File: src/rtl/slr_pkg.sv
`timescale 1ns / 1ps
`default_nettype none

package slr_pkg;

  localparam int PHASE_FRAC_BITS_DEF = 16;
  localparam int MAX_OUT             = 16;
  localparam int CNT_W               = $clog2(MAX_OUT + 1);

  localparam int SAMPLE_W   = 16;
  localparam int OUT_W      = 18;
  localparam int PITCH_W    = 20;
  localparam int GAIN_W     = 16;
  localparam int GAIN_SHIFT = 14;
  localparam int PITCH_FRAC = 16;
  localparam int PHASE_INT  = 5;

  localparam int CFG_IDX_W  = 1;
  localparam int CFG_DATA_W = 20;

  localparam logic [CFG_IDX_W-1:0] CFG_PITCH_STEP  = 1'b0;
  localparam logic [CFG_IDX_W-1:0] CFG_VOLUME_GAIN = 1'b1;

  localparam logic [PITCH_W-1:0] PITCH_RESET = 20'd65536;
  localparam logic [GAIN_W-1:0]  GAIN_RESET  = 16'd16384;

  // controller to datapath
  typedef struct packed {
    logic take;
    logic issue;
    logic finish;
    logic last;
  } slr_cmd_t;

  // datapath to controller
  typedef struct packed {
    logic have_prev;
    logic phase_lt_one;
    logic next_lt_one;
    logic can_issue;
  } slr_sts_t;

endpackage

`default_nettype wire

File: src/rtl/slr_ctrl.sv
`timescale 1ns / 1ps
`default_nettype none

module slr_ctrl (
  input  wire logic             clk,
  input  wire logic             rst_n,
  input  wire logic             in_valid,
  input  wire logic             in_restart,
  output logic                  in_ready,
  input  wire slr_pkg::slr_sts_t sts,
  output slr_pkg::slr_cmd_t     cmd
);

  typedef enum logic [1:0] {
    ST_IDLE = 2'b01,
    ST_RUN  = 2'b10
  } slr_state_t;

  slr_state_t                  state_r, state_nxt;
  logic [slr_pkg::CNT_W-1:0]   cnt_r, cnt_nxt;
  logic                        more;

  assign in_ready = (state_r == ST_IDLE);
  assign more     = (cnt_r < slr_pkg::CNT_W'(slr_pkg::MAX_OUT)) && sts.phase_lt_one;

  always_comb begin
    state_nxt = state_r;
    cnt_nxt   = cnt_r;
    cmd       = '0;
    case (state_r)
      ST_IDLE: begin
        if (in_valid) begin
          cmd.take = 1'b1;
          // first frame or restart only primes the history
          if (!in_restart && sts.have_prev) begin
            state_nxt = ST_RUN;
            cnt_nxt   = '0;
          end
        end
      end
      ST_RUN: begin
        if (more) begin
          if (sts.can_issue) begin
            cmd.issue = 1'b1;
            cmd.last  = (cnt_r == slr_pkg::CNT_W'(slr_pkg::MAX_OUT - 1)) ||
                        !sts.next_lt_one;
            cnt_nxt   = cnt_r + 1'b1;
          end
        end else begin
          cmd.finish = 1'b1;
          state_nxt  = ST_IDLE;
        end
      end
      default: begin
        state_nxt = ST_IDLE;
      end
    endcase
  end

  always_ff @(posedge clk) begin
    if (!rst_n) begin
      state_r <= ST_IDLE;
      cnt_r   <= '0;
    end else begin
      state_r <= state_nxt;
      cnt_r   <= cnt_nxt;
    end
  end

endmodule

`default_nettype wire

File: config.mk
export PLATFORM = sky130hd
export DESIGN_NAME = slr_ctrl
export DESIGN_NICKNAME = d
export VERILOG_FILES = /design/src/rtl/slr_pkg.sv /design/src/rtl/slr_ctrl.sv
export SDC_FILE = /design/constraint.sdc
export NUM_CORES = 1
export LEC_CHECK = 0
export ABC_AREA = 0
export BUFFER_PORTS_ARGS = -buffer_cell sky130_fd_sc_hd__buf_2
export CORE_AREA = 4 4 41 43
export DETAILED_ROUTE_END_ITERATION = 7
export DIE_AREA = 0 0 45 47
export GPL_TIMING_DRIVEN = 0
export PLACE_DENSITY = 0.62
export SYNTH_ARGS = -nofsm -noshare
export SYNTH_HDL_FRONTEND = slang
export SYNTH_SLANG_ARGS = --single-unit
File: constraint.sdc
create_clock -name clk -period 1.5 [get_ports clk]
set_clock_uncertainty 0.15 [all_clocks]
set_input_delay 0.15 -clock clk [delete_from_list [all_inputs] [get_ports clk]]
set_output_delay 0.15 -clock clk [all_outputs]
set_load 0.03 [all_outputs]
==> summary.txt <==
Setup path
  • R2R setup slack: 50 ps
  • Arr. time, crit path: 1340 ps
  • Type of origin of the critical path: flip-flop
  • CP most frequent cell: ha_4
  • Maximum single-stage delay on the critical path: 360 ps
  • Worst Setup End Kind: output port
  • Worst Setup Path Type: flip-flop to output port
  • CP required: 1200 ps
  • Reg2Reg Depth: 4
  • Worst r2r dst: cnt_r[2]
  • CP max FO: 4
  • Slowest stage cell, crit path: dfxtp_2
  • Buffers and inverters on the worst path: 2
  • Critical path's top delay family: flip-flops
  • Reg-to-Reg Start: cnt_r[4]
  • CP Cell Sequence: ha_4 > and3_4 > ha_4 > inv_2 > a21oi_2 > buf_6

Die
  • Core area: roughly 1300 sq um
  • Die area: 2120 sq um
  • Die width: 45 microns
  • I/O pins: 13
  • Initial core utilization: 31.7%
  • Die Height: around 47 microns
  • # rows: 13

CTS
  • H-tree depth: 1
  • Clock latency at the later pin of the worst-skew pair: 260 ps
  • Clock Tree Root: clkbuf_4
  • CTS Sinks: 7
  • Clk slew on worst S/H paths: 60 ps
  • Clk buf depth: 2
  • CTS tree: done
  • Hold_buf cts: 0
  • Num CTS Buffers: 3

Timing
  • Tmin final: 1640 ps
  • Slew Limit Fails: 0
  • Hold Worst Slack: about 68 ps
  • Fin worst setup slack: -139 ps
  • Setup TNS: -139 ps
  • Slew HR: 75.1%
  • Final setup fails: 1
  • Worst slew pin tran: 374 ps
  • RSZ-0062 raised after global routing: yes
  • Crit share post-route: 109%
  • Fmax: 610 MHz
  • Count of final hold-check violations: 0

Global routing
  • First-pass GRT wire length: 1660 microns
  • Largest net degree at the start of global routing: 11
  • GR Util All Layers: 11.2%
  • Initial antenna violation count: 0
  • Met3 GRT Util: 3.45%
  • Total grt overflow: 0
  • GR Util met1: 11.7%
  • Met2 Track Usage GR: 19.8%
  • Layer with the highest usage: met2
  • Vias in the first global route: 386

Logic synthesis
  • Seq cells post-synth: 7
  • Multiplexer share of the synthesized area: 4.85%
  • Post-Syn Area: 413 sq um
  • Ys flop type: dfxtp_1
  • FFs w/ async S/R, synth: 0%
  • Seq/Total Area, Yosys: around 34%
  • Post-synthesis simple-gate area fraction: 30.9%
  • Syn. warnings: 0
  • Post-Synth Adder-Cell Area: 6.06%
  • Avg Cell Area, Syn: 8.79 sq um
  • Yosys top cell by area: dfxtp_1
  • Largest family of logic cells by synthesized area: simple AND/OR/NAND/NOR gates
  • EDFF count, synth: 0
  • Largest cells by area after synthesis: dfxtp_1, ha_1, mux2i_1, o2bb2a_4, and3_1
  • Syn Nets: 57
  • Compound-cell area share of the yosys netlist: 19.7%
  • Synth top area share: 33.9%
  • Mapped Cells: between 40 and 50
  • Yosys cell types: 23
  • Post-Synth XOR/XNOR Area: 0%

Outcome
  • Failing checks: setup timing
  • Status: complete, but fails checks

Place
  • Area after DPL: 495 sq um
  • Post-DP HPWL: 667 microns
  • Setup WS pre-CTS: about 26 ps
  • Count of input and output buffers: 12
  • GPL Wtd Cong: 0.740

Routing
  • Routed Antenna Nets: 0
  • Wire length per cell: 13.2 microns
  • Final wirelength: 1060 microns
  • Vias per cell: 5.21
  • # DRC: 0
  • TritonRoute pass-1 iters: 4
  • Violation count after the first detailed-route iteration: 6
  • DR vias: 417

Flow run
  • Max cap viols: 0

Layout
  • Flip-flop and latch area: around 150 sq um
  • Fill count: 149
  • Share of cells above drive strength 1: 47.7%
  • Area delta synth->final: 43.6%
  • Final Cell Area: approximately 600 sq um
  • Final #Nets: 76
  • Antenna diodes: 0
  • Footprint of the multi-input gates: 295 sq um

Power and ir drop
  • VDD IR-drop max: 437 uV
  • Pwr Total: a little over 0.4 mW
  • Pwr dens: between 600 and 700 nW/um^2
  • Leakage Power: 0.253 nW

Min path
  • Hold wc startpoint: rst_n
  • HP Class: input pin to flip-flop
  • Hold endpoint: cnt_r[3]
  • Worst hold path cell count: 3
-- cells in the final DEF, fill, tap and decap left out, drive strengths merged, types with 2 or more instances in the layout --
master / netlist / final
mux2i: 2 / 2
ha: 2 / 2
nand3b: 2 / 2
buf: 0 / 14
and3: 3 / 3
nor2b: 3 / 3
o21ai: 2 / 2
nand2b: 3 / 3
dfxtp: 7 / 7
nand2: 5 / 5
clkbuf: 1 / 5
a21oi: 2 / 2
inv: 4 / 4
-- state kept, by name (all words and copies together), names as in the netlist --
| name | count |
|---|---|
| cnt_r | 5 |
| state_r | 2 |
-- metrics by stage --
step	util, %	instances
floorplan	-	47
global placement	38.1	74
detailed placement	38.1	74
CTS	45.4	80
global route	45.6	80
finish	45.6	80
-- metal layers --
layer | routed length [microns] | vias to the layer above | part of all wire [%]
met1 | 442 | 196 | 42
met2 | 526 | 14 | 50
met4 | 20 | 0 | 1.9
met3 | 70 | 4 | 6.6
li1 | - | 203 | -
met5 | 0 | - | 0
-- worst min-delay path: cells and delay by family --
kind | cells | cell delay [ps]
buffers and inverters | 1 | 100
and+or+nand+nor | 1 | 80
AOI/OAI and AO/OA | 1 | 80
-- how the worst max path moves through the flow --
stage	start	endpoint	slack, ps	depth (start not counted)
after floorplan	cnt_r[0]	cmd[0]	70	5
after global placement	cnt_r[0]	cmd[0]	30	6
after detailed placement	cnt_r[0]	cmd[0]	30	6
after CTS	cnt_r[1]	cmd[0]	-140	6
after global routing	cnt_r[1]	cmd[0]	-200	6
final	cnt_r[0]	cmd[0]	-140	6
-- cell usage after synthesis (2+ instances only) --
library cell,number
nand2b_1,3
nand2_1,5
inv_1,4
a21oi_1,2
mux2i_1,2
ha_1,2
dfxtp_1,7
nor2b_1,3
o21ai_0,2
and3_1,3
nand3b_1,2
-- final cells by class --
class	count	share of cell area, %
plain buffers	1	0.633
clock buffers	4	4.43
inverters	4	2.53
multi-input cells	35	49.8
flip-flops and latches	7	24.7
well taps	15	3.16
repair buffers	14	14.8
-- cells by family after synthesis --
group,Yosys count
flip-flops,7
AND/OR/NAND/NOR,21
buffers and inverters,5
adder cells (fa/ha/maj),2
AO/OA/AOI/OAI,10
multiplexers,2
-- where the power goes --
part	internal (mW)	total (mW)	switching [mW]	leakage (nW)
sequential	0.188	0.190	0.00168	0.0581
clock	0.102	0.178	0.0760	0.0150
combinational	0.0174	0.0431	0.0257	0.180
-- timing repair --
item,4_1_cts,5_1_grt
pin swaps,3,2
gates resized for setup,16,2
gates cloned,0,0
setup buffers,2,0
endpoints found under the setup margin,2,3
(Power assumes the default switching activity.)
